**src/rra_pkg.sv**
```systemverilog
`timescale 1ns / 1ps
// ----------------------------------------------------------------------------
// rra_pkg: shared types and constants for the refrigeration relay arbiter
// Holds the beat payload structs, register indexes, reset values and the
// decision bit positions used by every module of the block.
// ----------------------------------------------------------------------------
package rra_pkg;

  // Field widths.
  localparam int ELAPSED_W = 20;
  localparam int DT_W      = 16;
  localparam int CFG_IDX_W = 8;
  localparam int DEC_W     = 5;

  // Saturation limit of the compressor-state timer.
  localparam logic [ELAPSED_W-1:0] ELAPSED_MAX = 20'd999999;

  // Register reset values.
  localparam logic [ELAPSED_W-1:0] MIN_OFF_RST = 20'd180000;
  localparam logic [ELAPSED_W-1:0] MIN_ON_RST  = 20'd120000;

  // Register indexes on the configuration port.
  localparam logic [CFG_IDX_W-1:0] CFG_MIN_OFF = 8'd0;
  localparam logic [CFG_IDX_W-1:0] CFG_MIN_ON  = 8'd1;

  // Operation codes.
  localparam logic OP_TICK = 1'b0;
  localparam logic OP_SAFE = 1'b1;

  // Decision bit positions, same order as the defrost requests.
  localparam int BIT_COMP   = 0;
  localparam int BIT_HEATER = 1;
  localparam int BIT_EVAP   = 2;
  localparam int BIT_COND   = 3;
  localparam int BIT_HGAS   = 4;

  // Input beat payload.
  typedef struct packed {
    logic            op;
    logic [DT_W-1:0] dt_ms;
    logic [2:0]      therm_requests;
    logic            defrost_mode;
    logic [4:0]      defrost_requests;
    logic            lockout_req;
    logic            comp_feedback;
  } rra_in_t;

  // Result beat payload.
  typedef struct packed {
    logic                 compressor_drive;
    logic                 heater_drive;
    logic                 evap_fan_drive;
    logic                 cond_fan_drive;
    logic                 hot_gas_drive;
    logic                 compressor_state;
    logic [ELAPSED_W-1:0] elapsed_ms;
  } rra_out_t;

  // State and settings that the arbitration logic looks at.
  typedef struct packed {
    logic                 comp_tracked;
    logic [ELAPSED_W-1:0] elapsed;
    logic [ELAPSED_W-1:0] min_off_ms;
    logic [ELAPSED_W-1:0] min_on_ms;
  } rra_arb_ctx_t;

endpackage

```
**src/rra_arbiter.sv**
```systemverilog
`timescale 1ns / 1ps
// ----------------------------------------------------------------------------
// rra_arbiter: relay decision logic
// Forms the next five-relay decision from one tick beat: lockout, source
// select, minimum on/off time hold and heater interlocks.
// ----------------------------------------------------------------------------
module rra_arbiter (
  input  rra_pkg::rra_in_t        item,
  input  rra_pkg::rra_arb_ctx_t   ctx,
  output logic [rra_pkg::DEC_W-1:0] decision
);
  import rra_pkg::*;

  logic [DEC_W-1:0] src;
  logic [DEC_W-1:0] held;
  logic             off_short;
  logic             on_short;

  // Pick the defrost or thermostat requests; thermostat leaves heater and valve off.
  always_comb begin
    if (item.defrost_mode) begin
      src = item.defrost_requests;
    end else begin
      src             = '0;
      src[BIT_COMP]   = item.therm_requests[0];
      src[BIT_EVAP]   = item.therm_requests[1];
      src[BIT_COND]   = item.therm_requests[2];
    end
  end

  assign off_short = ctx.elapsed < ctx.min_off_ms;
  assign on_short  = ctx.elapsed < ctx.min_on_ms;

  // Hold the compressor where it is until the minimum time has run out.
  always_comb begin
    held = src;
    if (src[BIT_COMP] != ctx.comp_tracked) begin
      if (src[BIT_COMP]) begin
        if (off_short) begin
          held[BIT_COMP] = 1'b0;
        end
      end else if (on_short) begin
        held[BIT_COMP] = 1'b1;
      end
    end
  end

  // Lockout clears everything; a running heater forces compressor and valve off.
  always_comb begin
    decision = held;
    if (held[BIT_HEATER]) begin
      decision[BIT_COMP] = 1'b0;
      decision[BIT_HGAS] = 1'b0;
    end
    if (item.lockout_req) begin
      decision = '0;
    end
  end

endmodule

```
**src/refrigeration_relay_arbiter_top.sv**
```systemverilog
`timescale 1ns / 1ps
// ----------------------------------------------------------------------------
// refrigeration_relay_arbiter_top: compressor anti-short-cycle relay interlock
// Input register, one pass of decision and timer logic, result register.
// ----------------------------------------------------------------------------
// The block takes one beat per clock cycle while the result side is not
// stalled and returns exactly one result beat for each, in order. A beat is
// captured in the input register at acceptance and its result appears in the
// result register at the next edge at which the result register is free.
// The rate of one beat per cycle is set by the update of the decision,
// tracked compressor state and timer registers at each processed beat. The
// drive fields of a result carry the decision formed by the previous beat; a
// safe-mode beat clears them at once. The configuration port is always ready
// and should be written only while no beat is in flight.
module refrigeration_relay_arbiter_top (
  input  logic                           clk,
  input  logic                           rst_n,
  input  logic                           in_valid,
  output logic                           in_ready,
  input  rra_pkg::rra_in_t               in_data,
  output logic                           out_valid,
  input  logic                           out_ready,
  output rra_pkg::rra_out_t              out_data,
  input  logic                           cfg_valid,
  output logic                           cfg_ready,
  input  logic [rra_pkg::CFG_IDX_W-1:0]  cfg_index,
  input  logic [rra_pkg::ELAPSED_W-1:0]  cfg_data
);
  import rra_pkg::*;

  logic                 in_valid_r;
  rra_in_t              in_r;
  logic                 out_valid_r;
  rra_out_t             out_r;
  rra_out_t             out_nxt;
  logic [ELAPSED_W-1:0] min_off_r;
  logic [ELAPSED_W-1:0] min_on_r;
  logic [DEC_W-1:0]     decision_r;
  logic [DEC_W-1:0]     decision_nxt;
  logic [DEC_W-1:0]     arb_dec;
  logic                 comp_tracked_r;
  logic                 comp_tracked_nxt;
  logic [ELAPSED_W-1:0] elapsed_r;
  logic [ELAPSED_W-1:0] elapsed_nxt;
  logic [ELAPSED_W-1:0] elapsed_adv;
  logic [ELAPSED_W:0]   sum;
  logic [DEC_W-1:0]     drives;
  logic                 advance;
  rra_arb_ctx_t         ctx;

  // Handshake: the input register moves on whenever the result register is free.
  assign advance   = in_valid_r && (!out_valid_r || out_ready);
  assign in_ready  = !in_valid_r || advance;
  assign out_valid = out_valid_r;
  assign out_data  = out_r;
  assign cfg_ready = 1'b1;

  // Configuration registers.
  always_ff @(posedge clk) begin
    if (!rst_n) begin
      min_off_r <= MIN_OFF_RST;
      min_on_r  <= MIN_ON_RST;
    end else if (cfg_valid) begin
      if (cfg_index == CFG_MIN_OFF) begin
        min_off_r <= cfg_data;
      end else if (cfg_index == CFG_MIN_ON) begin
        min_on_r <= cfg_data;
      end
    end
  end

  // Input register.
  always_ff @(posedge clk) begin
    if (!rst_n) begin
      in_valid_r <= 1'b0;
    end else if (in_ready) begin
      in_valid_r <= in_valid;
    end
  end

  always_ff @(posedge clk) begin
    if (in_ready && in_valid) begin
      in_r <= in_data;
    end
  end

  // Saturating timer advance for a tick beat.
  assign sum = {1'b0, elapsed_r} + {{(ELAPSED_W + 1 - DT_W){1'b0}}, in_r.dt_ms};

  always_comb begin
    if (in_r.op == OP_SAFE) begin
      elapsed_adv = elapsed_r;
    end else if (sum > {1'b0, ELAPSED_MAX}) begin
      elapsed_adv = ELAPSED_MAX;
    end else begin
      elapsed_adv = sum[ELAPSED_W-1:0];
    end
  end

  assign ctx.comp_tracked = comp_tracked_r;
  assign ctx.elapsed      = elapsed_adv;
  assign ctx.min_off_ms   = min_off_r;
  assign ctx.min_on_ms    = min_on_r;

  rra_arbiter u_arbiter (
    .item     (in_r),
    .ctx      (ctx),
    .decision (arb_dec)
  );

  // Next decision, applied drives and compressor tracking.
  always_comb begin
    if (in_r.op == OP_SAFE) begin
      decision_nxt = '0;
      drives       = '0;
    end else begin
      decision_nxt = arb_dec;
      drives       = decision_r;
    end
    if (in_r.comp_feedback != comp_tracked_r) begin
      elapsed_nxt      = '0;
      comp_tracked_nxt = in_r.comp_feedback;
    end else begin
      elapsed_nxt      = elapsed_adv;
      comp_tracked_nxt = comp_tracked_r;
    end
  end

  always_comb begin
    out_nxt.compressor_drive = drives[BIT_COMP];
    out_nxt.heater_drive     = drives[BIT_HEATER];
    out_nxt.evap_fan_drive   = drives[BIT_EVAP];
    out_nxt.cond_fan_drive   = drives[BIT_COND];
    out_nxt.hot_gas_drive    = drives[BIT_HGAS];
    out_nxt.compressor_state = comp_tracked_nxt;
    out_nxt.elapsed_ms       = elapsed_nxt;
  end

  // Block state, updated once per processed beat.
  always_ff @(posedge clk) begin
    if (!rst_n) begin
      decision_r     <= '0;
      comp_tracked_r <= 1'b0;
      elapsed_r      <= '0;
    end else if (advance) begin
      decision_r     <= decision_nxt;
      comp_tracked_r <= comp_tracked_nxt;
      elapsed_r      <= elapsed_nxt;
    end
  end

  // Result register.
  always_ff @(posedge clk) begin
    if (!rst_n) begin
      out_valid_r <= 1'b0;
    end else if (advance) begin
      out_valid_r <= 1'b1;
    end else if (out_ready) begin
      out_valid_r <= 1'b0;
    end
  end

  always_ff @(posedge clk) begin
    if (advance) begin
      out_r <= out_nxt;
    end
  end

endmodule

```
**config.mk**
```make
export PLATFORM = sky130hd
export DESIGN_NAME = refrigeration_relay_arbiter_top
export DESIGN_NICKNAME = d
export VERILOG_FILES = /design/src/rra_pkg.sv /design/src/rra_arbiter.sv /design/src/refrigeration_relay_arbiter_top.sv
export SDC_FILE = /design/constraint.sdc
export NUM_CORES = 1
export LEC_CHECK = 0
export ABC_AREA = 1
export BUFFER_PORTS_ARGS = -buffer_cell sky130_fd_sc_hd__buf_2
export CAP_MARGIN = 25
export CORE_MARGIN = 5
export CORE_UTILIZATION = 45
export CTS_CLUSTER_DIAMETER = 80
export DETAILED_ROUTE_END_ITERATION = 7
export SETUP_SLACK_MARGIN = 0.05
export SLEW_MARGIN = 20
export SYNTH_ARGS = -nofsm -noshare
export SYNTH_HDL_FRONTEND = slang
export SYNTH_HIERARCHICAL = 1
export SYNTH_SLANG_ARGS = --single-unit
```
**constraint.sdc**
```tcl
create_clock -name clk -period 4.9 [get_ports clk]
set_input_delay 0.735 -clock clk [delete_from_list [all_inputs] [get_ports clk]]
set_output_delay 0.735 -clock clk [all_outputs]
set_load 0.01 [all_outputs]
```
==> run summary, run 1 <==
### Outcome
- finished clean — status

### Logic synthesis
- 12.5% — area fraction in compound gates after synthesis
- dfxtp_1 — most used flip-flop cell after synthesis
- 41.0% — register area share after synthesis
- 122 — post-synthesis sequential element count
- 1059 — total nets after synthesis
- 6 — synthesis warning total
- 7.73 um^2 — mean instance size in the synthesized netlist
- 54 — number of enable-type register cells in the synthesized netlist
- 36 — Synth cell types
- 9.91% — Synth Area in Adders
- 0.00728 mm^2 — combined area of all synthesized cells
- 0.602% — XOR/XNOR share of the synthesized area
- 941 — count of mapped cells out of synthesis
- 25.3% — synthesized-area fraction occupied by and/or/nand/nor cells
- 0% — share of flip-flops with an asynchronous set or reset after synthesis
- 0% — mux cell area share after synthesis
- simple AND/OR/NAND/NOR gates — dominant combinational cell family by area after synthesis

### Detailed routing
- 0 — drc violations
- 5 — first-pass detailed-route iteration total
- 0 — Antenna Violating Nets Remaining
- 14.5 um — routed length per placed instance
- 351 — First DRT Iteration DRCs
- 6177 — overall via count from detail_route
- 4.93 — per-cell via count in the routed design
- 18.2 mm — overall routed net length

### Clocking
- 0 — number of hold buffers added after cts
- 0 — total of cells resized after clock tree synthesis
- done — TritonCTS clock tree
- 0 — number of setup buffers added after CTS
- clkbuf_16 — root buffer selected by CTS
- 4 — H-tree level count
- 420 ps — clock latency of the later-clocked register in the worst-skew pair
- 2 — deepest clock path buffer count
- 122 — CTS Sinks
- 17 — TritonCTS Buffers
- 60 ps — Worst-path clk slew

### GRT
- 6071 — vias in the first global route
- 52 — largest net degree at the start of global routing
- 0 — antenna violations before repair
- 0 — sum of overflow across all layers after global routing
- 29.8 mm — first-pass GRT wire length
- 20.5% — All-Layer GR Usage

### Setup path
- register — startpoint type of the worst setup path
- 5220 ps — data required time at the worst endpoint
- reg -> reg — Setup Crit Path Kind
- fa_1 — worst-path cell with the longest stage delay
- register — Setup crit end kind
- nand2_1 — CP dominant cell by count
- decision_r[0]$_SDFFE_PN0P_ — Critical R2R Capture
- 400 ps — delay contributed by the slowest stage of the critical path
- 30 — number of cells on the worst reg-to-reg path
- 21 — biggest fanout along the worst timing path
- 790 ps — flop-to-flop setup slack
- elapsed_r[0]$_SDFFE_PN0P_ — beginning of the worst register-to-register path
- 4430 ps — Critical Path AT

### Die
- 90 — I/O Pins
- 46 — number of standard-cell rows in the floorplan
- 0.0188 mm^2 — floorplan die area
- 137 um — Die X
- 45.8% — Initial Util
- 0.0159 mm^2 — area of the core
- 137 um — Die H

### Worst hold path
- 2 — hold depth
- decision_r[4]$_SDFFE_PN0P_ — Hold EP
- reg -> reg — Hold Crit Class
- decision_r[4]$_SDFFE_PN0P_ — hold_sp

### Layout
- 1568 — count of fill cells added during filler insertion
- 17.0% — post-synthesis to final-layout area growth
- 0 — Diodes inserted
- 1141 — # nets final
- 0.00298 mm^2 — total area of sequential cells
- 0.00351 mm^2 — multi-input logic area
- 17.7% — fraction of layout cells with a size suffix above 1

### Timing
- 465 ps — Hold Slack
- 0 ps — setup TNS after final layout
- 0 — count of final max-slew check failures
- 0 — setup-violating endpoint count in the final report
- 36.2% — worst slew slack as a fraction of its limit
- 9.77 ps — Post-Route Skew
- 4110 ps — minimum clock period
- 244 MHz — highest attainable clock frequency
- no — unrepaired setup endpoints after global routing
- 957 ps — pin slew with the least headroom to its limit
- 83.8% — final cycle utilization of the critical path
- 0 — final number of hold-violating endpoints

### Placed design
- 0.924 — global placer's final weighted congestion
- 88 — Port-buffer cells
- 13.9 mm — hpwl dp

### Run
- 0 — count of max-cap constraint violations

### Power and ir drop
- 0.000246 V — largest vdd supply drop
- 4.37 nW — leakage power of the design
- 342 mW/mm^2 — power density over cell area

-- per-layer routing --
layer  share of wire [%]  routed length [um]  vias up  track usage, %
li1                    -                   -     3222               -
met1                  48                8740     2786            27.6
met2                  46                8280      142            32.5
met3                 4.3                 788       27            4.23
met4                 1.9                 353        0            7.32
met5                   0                   0        -               0
-- metrics by stage --
step	std cells	utilization, %	area [um^2]	worst slack (ps)	total power (W)
3_5_place_dp	1220	49.7	7890	837	0.00164
4_1_cts	1252	53.6	8520	812	0.00294
5_1_grt	1252	53.6	8520	360	0.00306
2_1_floorplan	941	-	7280	1590	0.00149
3_3_place_gp	1220	49.7	7890	960	0.00164
6_report	1252	53.6	8520	794	0.00291
-- logic make-up (layout without fill, tap and decap cells) --
| family | Yosys count | count (layout) |
|---|---|---|
| XOR/XNOR | 5 | 5 |
| AND/OR/NAND/NOR | 406 | 406 |
| other | 1 | 1 |
| flip-flops | 122 | 122 |
| adder cells (fa/ha/maj) | 57 | 57 |
| buffers and inverters | 201 | 296 |
| AO/OA/AOI/OAI | 149 | 149 |
-- cells in the mapped netlist (7+ instances only) --
| cell type | n | area (um^2) |
|---|---|---|
| nor3_1 | 7 | 35.0 |
| inv_1 | 166 | 623 |
| nand3_1 | 28 | 140 |
| nor2_1 | 73 | 274 |
| a211oi_1 | 16 | 120 |
| edfxtp_1 | 54 | 1620 |
| nand4_1 | 11 | 68.8 |
| o211ai_1 | 16 | 120 |
| nand4_2 | 12 | 150 |
| clkbuf_1 | 17 | 63.8 |
| dfxtp_1 | 68 | 1360 |
| nand2_1 | 240 | 901 |
| nand3_2 | 12 | 120 |
| or2_2 | 8 | 50.1 |
| ha_1 | 56 | 701 |
| a21oi_2 | 19 | 166 |
| o21ai_0 | 38 | 190 |
| a21oi_1 | 55 | 275 |
-- area by class of cell --
| cell class | instances | area share [%] |
|---|---|---|
| Multi-Input combinational cell | 618 | 41.3 |
| Sequential cell | 122 | 35.0 |
| Inverter | 170 | 7.49 |
| Clock buffer | 26 | 6.88 |
| Timing Repair Buffer | 94 | 5.70 |
| Tap cell | 216 | 3.17 |
| Clock inverter | 6 | 0.455 |
-- power breakdown --
| group | leakage (nW) | switching (W) | internal [W] |
|---|---|---|---|
| Clock | 0.309 | 0.000469 | 0.000827 |
| Combinational | 2.98 | 0.000309 | 0.000169 |
| Sequential | 1.08 | 0.0000253 | 0.00111 |
-- flip-flops by register name, indices dropped and copies added (netlist names) --
name,count
in_valid_r,1
out_valid,1
elapsed_r,20
in_r,28
min_on_r,20
comp_tracked_r,1
min_off_r,20
out_data,26
decision_r,5
-- placed cells by master, fill, tap and decap left out, types with 22 or more instances in the layout --
master / instances
a21oi_1: 55
nand2_1: 240
nor2_1: 73
ha_1: 56
o21ai_0: 38
nand3_1: 28
inv_1: 165
edfxtp_1: 54
clkbuf_16: 22
buf_2: 88
dfxtp_1: 68
-- worst max-delay path, delay by kind of cell, from the launching register on --
family,cells,cell delay (ps)
and+or+nand+nor,19,1740
adders and majority gates,3,890
buffers and inverters,5,710
DFF,1,340
AOI/OAI and AO/OA,3,320
-- worst max-delay path by stage --
stage / from / endpoint / slack [ps]
detailed placement: elapsed_r[0]$_SDFFE_PN0P_ / decision_r[0]$_SDFFE_PN0P_ / 840
finish: elapsed_r[0]$_SDFFE_PN0P_ / decision_r[0]$_SDFFE_PN0P_ / 790
CTS: elapsed_r[0]$_SDFFE_PN0P_ / decision_r[0]$_SDFFE_PN0P_ / 810
global placement: elapsed_r[0]$_SDFFE_PN0P_ / decision_r[0]$_SDFFE_PN0P_ / 960
global route: elapsed_r[0]$_SDFFE_PN0P_ / decision_r[0]$_SDFFE_PN0P_ / 360
floorplan: elapsed_r[0]$_SDFFE_PN0P_ / decision_r[0]$_SDFFE_PN0P_ / 1590
(Power assumes the default switching activity.)
==> run 2: changes to the inputs <==
- clock period: 4.9 -> 3.8 ns (I/O delays scaled with it)
==> run 2 against run 1 <==
Setup slack lost 680 ps. Cell area is 7.3% higher. Worst hold slack lost 150 ps. Critical path depth fell by 1. Highest routed layer unchanged. Core utilization increased by 3.9 points. Sequential power rose by 30%. Sequential share of layout area down 2.3 points. Cell count increased by 1.2%. Fmax grew 12%. Power rose by 30%.
==> run summary, run 2 (synthesis gave the netlist of run 1 again) <==
### Detailed routing
- 4.98 — per-cell via count in the routed design
- 6307 — overall via count from detail_route
- 385 — First DRT Iteration DRCs
- 19.0 mm — overall routed net length
- 5 — first-pass detailed-route iteration total
- 15.0 um — routed length per placed instance
- 0 — Antenna Violating Nets Remaining
- 0 — drc violations

### Setup path
- reg -> reg — Setup Crit Path Kind
- fa_2 — worst-path cell with the longest stage delay
- nand2_2 — CP dominant cell by count
- 6 — biggest fanout along the worst timing path
- 4140 ps — data required time at the worst endpoint
- in_r[11]$_DFFE_PP_ — beginning of the worst register-to-register path
- in_r[11]$_DFFE_PP_ — start point of the critical path
- register — startpoint type of the worst setup path
- 4020 ps — Critical Path AT
- 400 ps — delay contributed by the slowest stage of the critical path
- register — Setup crit end kind

### Placed design
- 88 — Port-buffer cells
- 0.904 — global placer's final weighted congestion
- 1225 — number of placed cells counting well taps
- 13.8 mm — hpwl dp

### Timing
- 0 — final number of hold-violating endpoints
- 0 — setup-violating endpoint count in the final report
- 0 — count of final max-slew check failures
- 0 ps — setup TNS after final layout
- 96.9% — final cycle utilization of the critical path
- 36.2% — worst slew slack as a fraction of its limit
- 3680 ps — minimum clock period
- yes — unrepaired setup endpoints after global routing
- 11.4 ps — Post-Route Skew
- 272 MHz — highest attainable clock frequency
- 957 ps — pin slew with the least headroom to its limit
- 318 ps — Hold Slack

### Clocking
- 60 ps — Worst-path clk slew
- 17 — TritonCTS Buffers
- done — TritonCTS clock tree
- clkbuf_16 — root buffer selected by CTS
- 4 — H-tree level count
- 122 — CTS Sinks
- 430 ps — clock latency of the later-clocked register in the worst-skew pair
- 2 — deepest clock path buffer count

### GRT
- 6019 — vias in the first global route
- 20.3% — All-Layer GR Usage
- 38 — largest net degree at the start of global routing
- 0 — sum of overflow across all layers after global routing
- 0 — antenna violations before repair
- 29.7 mm — first-pass GRT wire length

### Die
- 90 — I/O Pins
- 0.0188 mm^2 — floorplan die area
- 46 — number of standard-cell rows in the floorplan
- 45.8% — Initial Util
- 137 um — Die H
- 137 um — Die X
- 0.0159 mm^2 — area of the core

### Outcome
- finished clean — status

### Power and ir drop
- 0.00111 W — net load switching power
- 0.00268 W — internal power of the cells
- 4.42 nW — leakage power of the design
- 415 mW/mm^2 — power density over cell area
- 0.000380 V — largest vdd supply drop
- 42.1% — clock network fraction of design power
- 39.0% — sequential fraction of design power
- 0.00380 W — total design power
- 18.9% — power share of the combinational group
- 29.3% — switching share of total power

### Worst hold path
- in -> reg — Hold Crit Class
- in_data[9] — hold_sp

### Layout
- in_r — largest register by flop count
- 218 x nand2_1, 159 x inv_1, 88 x buf_2, 63 x nor2_1, 63 x dfxtp_1 — most frequent cells in the layout
- 0 — Diodes inserted
- 28 — max reg flops
- 1267 — Layout Cells excl Fill
- nand2_1 — most common cell after layout, fill and taps aside
- 1156 — # nets final
- 26.9% — fraction of layout cells with a size suffix above 1
- 25.6% — post-synthesis to final-layout area growth

### Run
- 0 — count of max-cap constraint violations

-- run 2: cell types whose count changed in the layout (fill, tap and decap cells not counted), sizes merged --
cell / before / now
clkinv: 3 / 6
clkinvlp: 1 / 5
buf: 94 / 108
bufinv: 0 / 2
inv: 172 / 171
clkbuf: 26 / 19
-- run 2: final cells by class --
| type | count | area [um^2] |
|---|---|---|
| inverters | 170 | 638 |
| well taps | 216 | 270 |
| clock inverters | 14 | 150 |
| flip-flops and latches | 122 | 2990 |
| fillers | 1494 | 6750 |
| multi-input cells | 618 | 4010 |
| clock buffers | 18 | 429 |
| repair buffers | 109 | 651 |
-- run 2: power by group through the flow --
| stage | Sequential, W | Combinational (W) | Clock, W |
|---|---|---|---|
| final | 0.00148 | 0.000718 | 0.00160 |
| after global routing | 0.00148 | 0.000803 | 0.00168 |
| after CTS | 0.00147 | 0.000620 | 0.00163 |
| after detailed placement | 0.00150 | 0.000612 | 0 |
| after global placement | 0.00150 | 0.000613 | 0 |
| after floorplan | 0.00149 | 0.000430 | 0 |
-- run 2: per-layer routing --
| metal | vias to the layer above | share of wire, % | GRT usage [%] |
|---|---|---|---|
| met2 | 170 | 46 | 32.5 |
| met3 | 26 | 4.8 | 4.96 |
| li1 | 3252 | - | - |
| met4 | 0 | 1.7 | 6.54 |
| met1 | 2859 | 47 | 27.1 |
| met5 | - | 0 | 0 |
-- run 2: worst max-delay path, delay by kind of cell (launching register included) --
family                     cells  cell delay (ps)
and+or+nand+nor               20             1730
adders and majority gates      3              900
AOI/OAI and AO/OA              3              350
DFF                            1              340
buffers and inverters          3              300
-- run 2: final timing paths --
path / to / slack (ps) / cells after the start
setup / recovery: decision_r[0]$_SDFFE_PN0P_ / 120 / 29
hold / removal: in_r[9]$_DFFE_PP_ / 320 / 1
setup reg to reg: decision_r[0]$_SDFFE_PN0P_ / 120 / 29
hold reg to reg: decision_r[4]$_SDFFE_PN0P_ / 460 / 2
-- run 2: timing repair --
action	in CTS	in global routing
endpoints found under the setup margin	1	1
pin swaps	0	29
gates resized for setup	9	95
buffers inserted	0	8
gates cloned	0	2
hold buffers	0	0
-- run 2: stage by stage --
step	setup WS (ps)	cell area (um^2)	utilization, %
after floorplan	492	7280	-
after global placement	97.2	7940	50.0
after detailed placement	6.88	7940	50.0
after CTS	50.5	8550	53.8
after global routing	-225	9140	57.5
final	118	9140	57.5
